[src/rtl/rsrd_pkg.sv]
// Package for the range scan reply decoder: payload types, codes and constants.
package rsrd_pkg;

  localparam int BLOCK_DATA_BYTES = 64;
  localparam int STEP_LIMIT       = 1080;

  localparam logic [7:0] CHAR_M     = 8'h4D;
  localparam logic [7:0] CHAR_D     = 8'h44;
  localparam logic [7:0] CHAR_S     = 8'h53;
  localparam logic [7:0] CHAR_ZERO  = 8'h30;
  localparam logic [7:0] CHAR_NINE  = 8'h39;
  localparam logic [7:0] CHAR_BIAS  = 8'h30;

  localparam logic [7:0] POS_CMD0       = 8'd0;
  localparam logic [7:0] POS_CMD1       = 8'd1;
  localparam logic [7:0] POS_FIRST_MSD  = 8'd2;
  localparam logic [7:0] POS_FIRST_LSD  = 8'd5;
  localparam logic [7:0] POS_LAST_MSD   = 8'd6;
  localparam logic [7:0] POS_LAST_LSD   = 8'd9;
  localparam logic [7:0] POS_DATA_MIN   = 8'd10;
  localparam logic [7:0] POS_MAX        = 8'd255;

  localparam logic [7:0] DATA_OFFSET_RESET = 8'd47;

  typedef enum logic [1:0] {
    ERR_NONE    = 2'd0,
    ERR_COMMAND = 2'd1,
    ERR_DIGIT   = 2'd2
  } err_code_t;

  typedef struct packed {
    logic [7:0] rx_byte;
    logic       frame_start;
  } in_item_t;

  typedef struct packed {
    logic [13:0] step_index;
    logic [17:0] distance;
    logic        last_reading;
    logic [1:0]  error_code;
  } out_item_t;

endpackage

[src/rtl/rsrd_parser.sv]
// Byte-wise reply parser: header check, step fields, block skipping and group folding.
module rsrd_parser
  import rsrd_pkg::*;
(
  input  logic       clk,
  input  logic       rst_n,
  input  logic       accept,
  input  in_item_t   item,
  input  logic [7:0] data_offset,
  output logic       res_valid,
  output out_item_t  res
);

  typedef enum logic [1:0] {
    PH_IDLE   = 2'd0,
    PH_HEADER = 2'd1,
    PH_DATA   = 2'd2,
    PH_SKIP   = 2'd3
  } phase_t;

  phase_t      phase_r, phase_nxt, phase_eff;
  logic [7:0]  pos_r, pos_nxt, pos_eff;
  logic        three_r, three_nxt;
  logic [13:0] first_r, first_nxt;
  logic [13:0] last_r, last_nxt;
  logic [6:0]  bbc_r, bbc_nxt;
  logic [17:0] acc_r, acc_nxt;
  logic [1:0]  cnt_r, cnt_nxt;
  logic [13:0] cur_r, cur_nxt;

  logic [7:0]  b;
  logic [5:0]  sixbit;
  logic [3:0]  digit;
  logic        is_digit;
  logic [17:0] acc_shift;
  logic [1:0]  cnt_inc;
  logic [1:0]  need;
  logic        group_done;
  logic        is_last;
  logic [6:0]  bbc_inc;
  logic        block_done;
  logic        take_data;
  logic [13:0] first_acc;
  logic [13:0] last_acc;
  logic [13:0] last_sat;

  assign b         = item.rx_byte;
  assign sixbit    = b[5:0] - CHAR_BIAS[5:0];
  assign digit     = sixbit[3:0];
  assign is_digit  = (b >= CHAR_ZERO) && (b <= CHAR_NINE);

  assign phase_eff = item.frame_start ? PH_HEADER : phase_r;
  assign pos_eff   = item.frame_start ? POS_CMD0 : pos_r;

  assign acc_shift  = {acc_r[11:0], sixbit};
  assign cnt_inc    = cnt_r + 2'd1;
  assign need       = three_r ? 2'd3 : 2'd2;
  assign group_done = (cnt_inc >= need);
  assign is_last    = (cur_r == last_r);
  assign bbc_inc    = bbc_r + 7'd1;
  assign block_done = (bbc_inc >= 7'(BLOCK_DATA_BYTES));

  // Decimal fold: v * 10 + d, kept to 14 bits.
  assign first_acc = ((pos_eff == POS_FIRST_MSD) ? 14'd0 : first_r) * 14'd10 + 14'(digit);
  assign last_acc  = ((pos_eff == POS_LAST_MSD) ? 14'd0 : last_r) * 14'd10 + 14'(digit);
  assign last_sat  = (last_acc >= 14'(STEP_LIMIT)) ? 14'(STEP_LIMIT - 1) : last_acc;

  assign take_data = (phase_eff == PH_DATA) ||
                     ((phase_eff == PH_HEADER) && (pos_eff >= POS_DATA_MIN) &&
                      (pos_eff >= data_offset));

  always_comb begin
    phase_nxt = phase_eff;
    pos_nxt   = pos_eff;
    three_nxt = three_r;
    first_nxt = first_r;
    last_nxt  = last_r;
    bbc_nxt   = bbc_r;
    acc_nxt   = acc_r;
    cnt_nxt   = cnt_r;
    cur_nxt   = cur_r;
    res_valid = 1'b0;
    res       = '{step_index: 14'd0, distance: 18'd0, last_reading: 1'b0,
                  error_code: ERR_NONE};

    if (phase_eff == PH_HEADER && pos_eff != POS_MAX) begin
      pos_nxt = pos_eff + 8'd1;
    end

    if (phase_eff == PH_SKIP) begin
      // drop checksum and line feed
      if (bbc_r == 7'd0) begin
        bbc_nxt = 7'd1;
      end else begin
        bbc_nxt   = 7'd0;
        phase_nxt = PH_DATA;
      end
    end else if (take_data) begin
      phase_nxt = PH_DATA;
      acc_nxt   = acc_shift;
      cnt_nxt   = cnt_inc;
      if (group_done) begin
        res_valid = 1'b1;
        res = '{step_index: cur_r, distance: acc_shift, last_reading: is_last,
                error_code: ERR_NONE};
        acc_nxt = 18'd0;
        cnt_nxt = 2'd0;
        if (is_last) begin
          phase_nxt = PH_IDLE;
        end else begin
          cur_nxt = cur_r + 14'd1;
        end
      end
      if (!(group_done && is_last)) begin
        if (block_done) begin
          bbc_nxt   = 7'd0;
          phase_nxt = PH_SKIP;
        end else begin
          bbc_nxt = bbc_inc;
        end
      end
    end else if (phase_eff == PH_HEADER) begin
      if (pos_eff == POS_CMD0) begin
        if (b != CHAR_M) begin
          phase_nxt = PH_IDLE;
          res_valid = 1'b1;
          res.error_code = ERR_COMMAND;
        end
      end else if (pos_eff == POS_CMD1) begin
        if (b == CHAR_D) begin
          three_nxt = 1'b1;
        end else if (b == CHAR_S) begin
          three_nxt = 1'b0;
        end else begin
          phase_nxt = PH_IDLE;
          res_valid = 1'b1;
          res.error_code = ERR_COMMAND;
        end
      end else if (pos_eff <= POS_LAST_LSD) begin
        if (!is_digit) begin
          phase_nxt = PH_IDLE;
          res_valid = 1'b1;
          res.error_code = ERR_DIGIT;
        end else if (pos_eff <= POS_FIRST_LSD) begin
          first_nxt = first_acc;
        end else begin
          last_nxt = last_acc;
          if (pos_eff == POS_LAST_LSD) begin
            last_nxt = last_sat;
            cur_nxt  = first_r;
            acc_nxt  = 18'd0;
            cnt_nxt  = 2'd0;
            bbc_nxt  = 7'd0;
            if (first_r > last_sat) begin
              phase_nxt = PH_IDLE;
            end
          end
        end
      end
    end

    if (!accept) begin
      res_valid = 1'b0;
    end
  end

  always_ff @(posedge clk) begin
    if (!rst_n) begin
      phase_r <= PH_IDLE;
      pos_r   <= 8'd0;
      three_r <= 1'b0;
      first_r <= 14'd0;
      last_r  <= 14'd0;
      bbc_r   <= 7'd0;
      acc_r   <= 18'd0;
      cnt_r   <= 2'd0;
      cur_r   <= 14'd0;
    end else if (accept) begin
      phase_r <= phase_nxt;
      pos_r   <= pos_nxt;
      three_r <= three_nxt;
      first_r <= first_nxt;
      last_r  <= last_nxt;
      bbc_r   <= bbc_nxt;
      acc_r   <= acc_nxt;
      cnt_r   <= cnt_nxt;
      cur_r   <= cur_nxt;
    end
  end

endmodule

[src/rtl/range_scan_reply_decoder.sv]
// Top level of the range scan reply decoder: config register, parser and output stage.
//
//  port group  | dir | handshake            | payload
//  in_*        | in  | in_valid / in_ready  | in_data  (rx_byte, frame_start)
//  out_*       | out | out_valid / out_ready| out_data (step_index, distance,
//              |     |                      |           last_reading, error_code)
//  cfg_*       | in  | cfg_wr_en            | cfg_wr_data (data_offset)
//
// One byte is taken per cycle while in_ready is high; the reading or error that a byte
// completes is registered in the output register, or in the skid while that stalls.
// rst_n is synchronous: the parser goes idle and data_offset returns to 47.
// A two-entry output stage (output register plus skid) keeps in_ready high while
// one result waits; in_ready drops only while both entries hold results.
module range_scan_reply_decoder
  import rsrd_pkg::*;
(
  input  logic      clk,
  input  logic      rst_n,
  input  logic      in_valid,
  output logic      in_ready,
  input  in_item_t  in_data,
  output logic      out_valid,
  input  logic      out_ready,
  output out_item_t out_data,
  input  logic      cfg_wr_en,
  input  logic [7:0] cfg_wr_data
);

  logic [7:0] data_offset_r;
  logic       in_fire;
  logic       out_fire;
  logic       res_valid;
  out_item_t  res;
  logic       out_valid_r;
  out_item_t  out_data_r;
  logic       skid_valid_r;
  out_item_t  skid_data_r;

  assign in_ready  = !skid_valid_r;
  assign in_fire   = in_valid && in_ready;
  assign out_valid = out_valid_r;
  assign out_data  = out_data_r;
  assign out_fire  = out_valid_r && out_ready;

  always_ff @(posedge clk) begin
    if (!rst_n) begin
      data_offset_r <= DATA_OFFSET_RESET;
    end else if (cfg_wr_en) begin
      data_offset_r <= cfg_wr_data;
    end
  end

  rsrd_parser u_parser (
    .clk         (clk),
    .rst_n       (rst_n),
    .accept      (in_fire),
    .item        (in_data),
    .data_offset (data_offset_r),
    .res_valid   (res_valid),
    .res         (res)
  );

  always_ff @(posedge clk) begin
    if (!rst_n) begin
      out_valid_r  <= 1'b0;
      skid_valid_r <= 1'b0;
    end else if (res_valid) begin
      // skid is empty here; park the result in it when the output register stays busy
      if (!out_valid_r || out_fire) begin
        out_valid_r <= 1'b1;
        out_data_r  <= res;
      end else begin
        skid_valid_r <= 1'b1;
        skid_data_r  <= res;
      end
    end else if (out_fire) begin
      out_valid_r  <= skid_valid_r;
      out_data_r   <= skid_data_r;
      skid_valid_r <= 1'b0;
    end
  end

  a_skid_needs_out: assert property (@(posedge clk) disable iff (!rst_n)
    skid_valid_r |-> out_valid_r)
    else $error("skid entry held while output register empty");

  a_stall_fills_skid: assert property (@(posedge clk) disable iff (!rst_n)
    (res_valid && out_valid_r && !out_ready) |=> skid_valid_r)
    else $error("result lost while output stalled");

  a_skid_from_transfer: assert property (@(posedge clk) disable iff (!rst_n)
    $rose(skid_valid_r) |-> $past(in_fire))
    else $error("skid filled without an input transfer");

endmodule
[config.mk]
export PLATFORM = sky130hd
export DESIGN_NAME = range_scan_reply_decoder
export DESIGN_NICKNAME = d
export VERILOG_FILES = /design/src/rtl/rsrd_pkg.sv /design/src/rtl/rsrd_parser.sv /design/src/rtl/range_scan_reply_decoder.sv
export SDC_FILE = /design/constraint.sdc
export NUM_CORES = 1
export LEC_CHECK = 0
export ABC_AREA = 1
export CORE_MARGIN = 5
export CORE_UTILIZATION = 45
export CTS_CLUSTER_DIAMETER = 100
export DETAILED_ROUTE_END_ITERATION = 8
export DONT_BUFFER_PORTS = 1
export PLACE_DENSITY = 0.56
export SETUP_SLACK_MARGIN = 0.15
export SYNTH_ARGS = -nofsm -noshare
export SYNTH_HDL_FRONTEND = slang
export SYNTH_SLANG_ARGS = --single-unit
export TNS_END_PERCENT = 20
[constraint.sdc]
create_clock -name clk -period 8.7 [get_ports clk]
set_input_delay 0 -clock clk [delete_from_list [all_inputs] [get_ports clk]]
set_output_delay 0 -clock clk [all_outputs]
set_load 0.005 [all_outputs]
==> results of run 1 <==
[worst min-delay path by stage]
| stage | slack [ps] | depth (start not counted) | startpoint | to |
|---|---|---|---|---|
| CTS | 4 | 2 | in_data[3] | skid_data_r[5] |
| floorplan | 130 | 2 | cfg_wr_data[0] | data_offset_r[0] |
| global placement | 90 | 1 | rst_n | data_offset_r[0] |
| global route | 20 | 2 | in_data[3] | skid_data_r[5] |
| finish | 30 | 2 | in_data[3] | skid_data_r[5] |
| detailed placement | 90 | 1 | rst_n | data_offset_r[0] |
[Yosys cell counts (all sizes together), types with 2 or more instances]
cell type / instances / area share, %
ha: 80 / 10
xnor2: 6 / 0.53
nand4: 18 / 1.1
a31oi: 5 / 0.31
nand2: 320 / 12
buf: 21 / 1.5
nor3: 24 / 1.4
dfxtp: 84 / 17
o2111ai: 2 / 0.18
nor2: 143 / 5.7
clkbuf: 16 / 0.60
nor3b: 4 / 0.30
o21ai: 84 / 4.2
a21o: 2 / 0.15
or2: 7 / 0.44
nor4: 6 / 0.38
xor2: 32 / 2.9
a21oi: 100 / 5.0
a211oi: 19 / 1.7
o211ai: 3 / 0.23
edfxtp: 70 / 21
fa: 3 / 0.60
inv: 202 / 7.6
nand3b: 5 / 0.38
nand3: 67 / 3.5
[registers in the layout (all words and copies together) (netlist names)]
| signal | cells |
|---|---|
| u_parser.bbc_r | 7 |
| out_valid | 1 |
| u_parser.last_r | 14 |
| out_data | 35 |
| skid_valid_r | 1 |
| skid_data_r | 35 |
| data_offset_r | 8 |
| u_parser.cnt_r | 2 |
| u_parser.acc_r | 12 |
| u_parser.cur_r | 14 |
| u_parser.phase_r | 2 |
| u_parser.first_r | 14 |
| u_parser.three_r | 1 |
| u_parser.pos_r | 8 |
[stage by stage]
| step | power [mW] | cells | area (um2) | hold slack (ps) | setup WS (ps) |
|---|---|---|---|---|---|
| 2_1_floorplan | 0.8392 | 1336 | 9966 | 126.3 | 3724 |
| 3_3_place_gp | 0.8538 | 1583 | 10140 | 90.31 | 3212 |
| 3_5_place_dp | 0.8544 | 1583 | 10140 | 94.58 | 3011 |
| 4_1_cts | 1.608 | 1633 | 10930 | 4.377 | 2977 |
| 5_1_grt | 1.647 | 1633 | 10930 | 23.43 | 2373 |
| 6_report | 1.591 | 1633 | 10930 | 27.37 | 2984 |
[final cells by class]
class	instances	area share, %
Multi-Input combinational cell	942	47.76
Inverter	203	6.973
Clock buffer	18	4.019
Clock inverter	14	1.408
Sequential cell	154	34.62
Timing Repair Buffer	22	2.015
Tap cell	280	3.206
[power by group through the flow]
stage / Combinational, mW / Clock, mW / Sequential, mW
floorplan: 0.0536 / 0 / 0.786
finish: 0.0805 / 0.740 / 0.771
global placement: 0.0667 / 0 / 0.787
detailed placement: 0.0669 / 0 / 0.787
CTS: 0.0812 / 0.756 / 0.771
global route: 0.0921 / 0.783 / 0.771
[logic make-up after synthesis]
| family | Yosys count | share of synthesized area (%) |
|---|---|---|
| other | 1 | 0.03766 |
| XOR/XNOR | 38 | 3.418 |
| flip-flops | 154 | 37.99 |
| buffers and inverters | 240 | 9.725 |
| adder cells (fa/ha/maj) | 83 | 10.65 |
| AO/OA/AOI/OAI | 221 | 12.31 |
| AND/OR/NAND/NOR | 597 | 25.86 |
[per-layer routing]
metal / share of wire (%) / wire [um]
met5: 0.11 / 27
met1: 49 / 12330
met3: 4.2 / 1064
met4: 1.7 / 427
met2: 45 / 11280
==> out/results.txt, run 1 <==
Antenna viol nets, final - 0
Ys Warns - 0
Most used cell, CP - nand2_1
Vias - 8404
Drt total wl - 25130 um
Clock Tree Buf Depth - 2
Routing usage on met3 - 3.499%
Switching part of the total - 25.76%
Routability cong. - 0.8825
Tightest Hold Check Type - in2reg
WP buf/inv - 4
Filler cell count - 2181
Final Setup Violations - 0
Hold-fix buffers, CTS - 18
Worst slew pin tran - 888.4 ps
Total die area - 25200 um2
CTS tree - yes
Max H-tree Level - 4
Share of cells above drive strength 1 - 5.913%
P_sw - 0.4099 mW
Crit path depth - 35
Register area - 3784 um2
Setup crit start kind - register
Pleak - 4.946 nW
Worst Setup EP - u_parser.phase_r[1]
Critical-path top delay cell - dfxtp_1
Slew HR - 40.02%
Pwr Density - 145.6 nW/um2
Worst vdd ir - 0.08698 mV
Starting Density - 45.63%
Final Slew Violations - 0
Met2 Usage GRT - 31.18%
Post-synthesis cell area - 9958 um2
Port bufs - 0
Most frequent cells in the layout - nand2_1, inv_1, nor2_1
N_diodes - 0
Max Clock Freq - 0.1749 GHz
Grt ovf - 0
Worst EP arrival - 6010 ps
Drt drc - 0
Rows - 54
Min Tclk post-route - 5716 ps
#FFs+latches synth - 154
I/O pin total - 59
Iter 0 DRT Violations - 508
# Post-CTS Setup Buffers - 0
GRT Resource Usage Total - 19.66%
Most common cell after layout, fill and taps aside - nand2_1
Final clock skew - 9.465 ps
Worst skew pair latency - 430 ps
Pin count of the biggest net entering global routing - 54
DRT Pass-1 Iters - 5
Antenna violations before repair - 3
Area taken by multi-input logic gates - 5219 um2
Max-Cap Viols - 0
Global-route wire length before repair - 41010 um
R2R Setup Slk - 2980 ps
Die Y - 158.8 um
Reg2reg start - u_parser.pos_r[1]
Cell variety after synth - 49
Worst endpoint required time - 8990 ps
Crit-path leading delay family - simple AND/OR/NAND/NOR gates
Area growth syn-to-layout - 9.738%
CTS Buf Count - 17
Worst setup startpoint - u_parser.pos_r[1]
Final worst-path cycle share - 65.71%
Drt wl/cell - 15.39 um
Worst-path clk slew - 70 ps
Sequential-to-total area share from yosys stat - 37.99%
Async SR Flop Fraction - 0%
CTS Sinks - 154
Core Area - 21820 um2
Hpwl dp - 18680 um
Worst setup path class - reg2reg
Die width - 158.8 um
CP Max Fanout - 13
Sequential Power Share - 48.4%
Post-synthesis cell count - 1334
Met1 Use GR - 27.70%
Vias in the first global route - 7879
PostCTS Resize Cnt - 0
Combinational power share - 5.1%
Cell depth of the worst flop-to-flop path - 35
P_int - 1.181 mW
RSZ-0062 raised after global routing - no
Clock tree root buffer cell - clkbuf_16
GRT Max-Usage Layer - met2
Post-synth EDFFs - 70
CP Capture Type - register
Clk pwr share - 46.5%
Post-DR vias/cell - 5.146
Slowest Stage Delay on Critical Path - 380 ps
Post-synth top flop - dfxtp_1
Post-Syn Area per Cell - 7.465 um2
Fin. Hold Viols - 0
Core Util, Final - 50.07%
Status - completed
Final #Nets - 1445
Reg2reg end - u_parser.phase_r[1]
Fin Setup TNS - 0 ps
Note: power is estimated with default switching activity, not from simulation.
==> run 2: changes to the inputs <==
Clock period 8.7 ns to 5.5 ns, I/O delays scaled along.
==> out/results.txt, run 2 (synthesis gave the netlist of run 1 again) <==
Worst endpoint required time - 5860 ps (was 8990 ps)
DRT Pass-1 Iters - 5 (unchanged)
Filler cell count - 2159 (was 2181)
Hpwl dp - 18640 um (was 18680 um)
Antenna violations before repair - 1 (was 3)
I/O pin total - 59 (unchanged)
Pin count of the biggest net entering global routing - 54 (unchanged)
Vias - 8498 (was 8404)
CTS Buf Count - 17 (unchanged)
Drt drc - 0 (unchanged)
CP Max Fanout - 7 (was 13)
Fin. Hold Viols - 0 (unchanged)
Core Util, Final - 52.14% (was 50.07%)
Max H-tree Level - 4 (unchanged)
Final Setup Violations - 0 (unchanged)
Critical-path top delay cell - fa_2 (was dfxtp_1)
Most frequent cells in the layout - nand2_1, inv_1, nor2_1 (unchanged)
Worst vdd ir - 0.1181 mV (was 0.08698 mV)
Clock Tree Buf Depth - 2 (unchanged)
Design Power - 2.625 mW (was 1.591 mW)
Most common cell after layout, fill and taps aside - nand2_1 (unchanged)
Worst setup path class - reg2reg (unchanged)
Slowest Stage Delay on Critical Path - 430 ps (was 380 ps)
Die width - 158.8 um (unchanged)
Placed Instance Area - 10190 um2 (was 10140 um2)
Share of cells above drive strength 1 - 10.65% (was 5.913%)
Status - completed (unchanged)
Global-route wire length before repair - 40950 um (was 41010 um)
GRT Resource Usage Total - 19.55% (was 19.66%)
Max-Cap Viols - 0 (unchanged)
Min Tclk post-route - 5011 ps (was 5716 ps)
Fin Setup TNS - 0 ps (unchanged)
Drt total wl - 25230 um (was 25130 um)
CP Capture Type - register (unchanged)
Post-DR vias/cell - 5.147 (was 5.146)
Core Area - 21820 um2 (unchanged)
WP buf/inv - 7 (was 4)
Die Y - 158.8 um (unchanged)
Final worst-path cycle share - 91.11% (was 65.71%)
Grt ovf - 0 (unchanged)
Vias in the first global route - 7901 (was 7879)
Rows - 54 (unchanged)
Total die area - 25200 um2 (unchanged)
Pleak - 5.051 nW (was 4.946 nW)
Area growth syn-to-layout - 14.27% (was 9.738%)
Most used cell, CP - nand2_1 (unchanged)
Worst EP arrival - 5370 ps (was 6010 ps)
Pwr Density - 230.7 nW/um2 (was 145.6 nW/um2)
Tightest Hold Check Type - in2reg (unchanged)
Antenna viol nets, final - 0 (unchanged)
RSZ-0062 raised after global routing - no (unchanged)
Final #Nets - 1463 (was 1445)
Clock tree root buffer cell - clkbuf_16 (unchanged)
N_diodes - 0 (unchanged)
Final Slew Violations - 0 (unchanged)
Drt wl/cell - 15.28 um (was 15.39 um)
Worst-path clk slew - 70 ps (about the same)
Final cell area excluding filler cells - 11380 um2 (was 10930 um2)
Port bufs - 0 (unchanged)
Worst slew pin tran - 882.8 ps (was 888.4 ps)
Worst skew pair latency - 430 ps (about the same)
CTS tree - yes (unchanged)
Final clock skew - 13.98 ps (was 9.465 ps)
Setup crit start kind - register (unchanged)
CTS Sinks - 154 (unchanged)
Max Clock Freq - 0.1996 GHz (was 0.1749 GHz)
Starting Density - 45.63% (unchanged)
Slew HR - 40.40% (was 40.02%)
Iter 0 DRT Violations - 604 (was 508)
Crit-path leading delay family - simple AND/OR/NAND/NOR gates (unchanged)
Routability cong. - 0.8601 (was 0.8825)
run 2: changes by cell type in the layout (fill, tap and decap cells not counted), sizes merged:
cell | previous run | this run
clkinv | 4 | 2
bufinv | 0 | 3
buf | 5 | 22
run 2: worst min-delay path: cells and delay by family:
family,cells,cell delay (ps)
and+or+nand+nor,4,390
run 2: worst paths after layout:
path / from / endpoint / slack (ps) / cells after the start
setup / recovery: u_parser.pos_r[1] / u_parser.phase_r[1] / 490 / 38
hold / removal: in_data[0] / u_parser.pos_r[3] / 7 / 4
setup reg to reg: u_parser.pos_r[1] / u_parser.phase_r[1] / 490 / 38
hold reg to reg: u_parser.cnt_r[1] / u_parser.cnt_r[1] / 460 / 2
run 2: through the flow:
step / hold slack, ps / setup slack [ps] / instances
after global routing: 29.78 / 110.9 / 1651
after CTS: 10.79 / 151.7 / 1639
after floorplan: 126.3 / 524.1 / 1336
after detailed placement: 96.74 / 175.6 / 1589
after global placement: 89.41 / 292.4 / 1589
final: 6.532 / 489.0 / 1651
run 2: area by class of cell:
cell class,instances,area (um2),area share (%)
Sequential cell,154,3785,33.26
Timing Repair Buffer,39,360.3,3.167
Clock buffer,18,429.2,3.771
Tap cell,280,350.3,3.079
Timing Repair inverter,1,7.507,0.06597
Clock inverter,14,197.7,1.737
Multi-Input combinational cell,942,5482,48.17
Inverter,203,768.2,6.751
run 2: timing repair:
action / CTS / global route
resized for setup: 0 / 66
hold endpoints to repair: 74 / 0
setup buffers: 0 / 11
setup endpoints to repair: 0 / 2
hold buffers: 18 / 0
run 2: power breakdown:
part	leakage [nW]	internal [mW]	total, mW	switching (mW)
Combinational	3.34	0.0408	0.130	0.0897
Clock	0.306	0.737	1.27	0.538
Sequential	1.40	1.21	1.22	0.00858
Total	5.05	1.99	2.62	0.636
run 2: per-layer routing:
layer | GRT usage, % | vias up | part of all wire [%]
li1 | - | 4421 | -
met1 | 27.36 | 3856 | 49
met2 | 30.53 | 181 | 44
met3 | 3.733 | 38 | 4.1
met4 | 6.336 | 2 | 2.3
met5 | 0 | - | 0.052
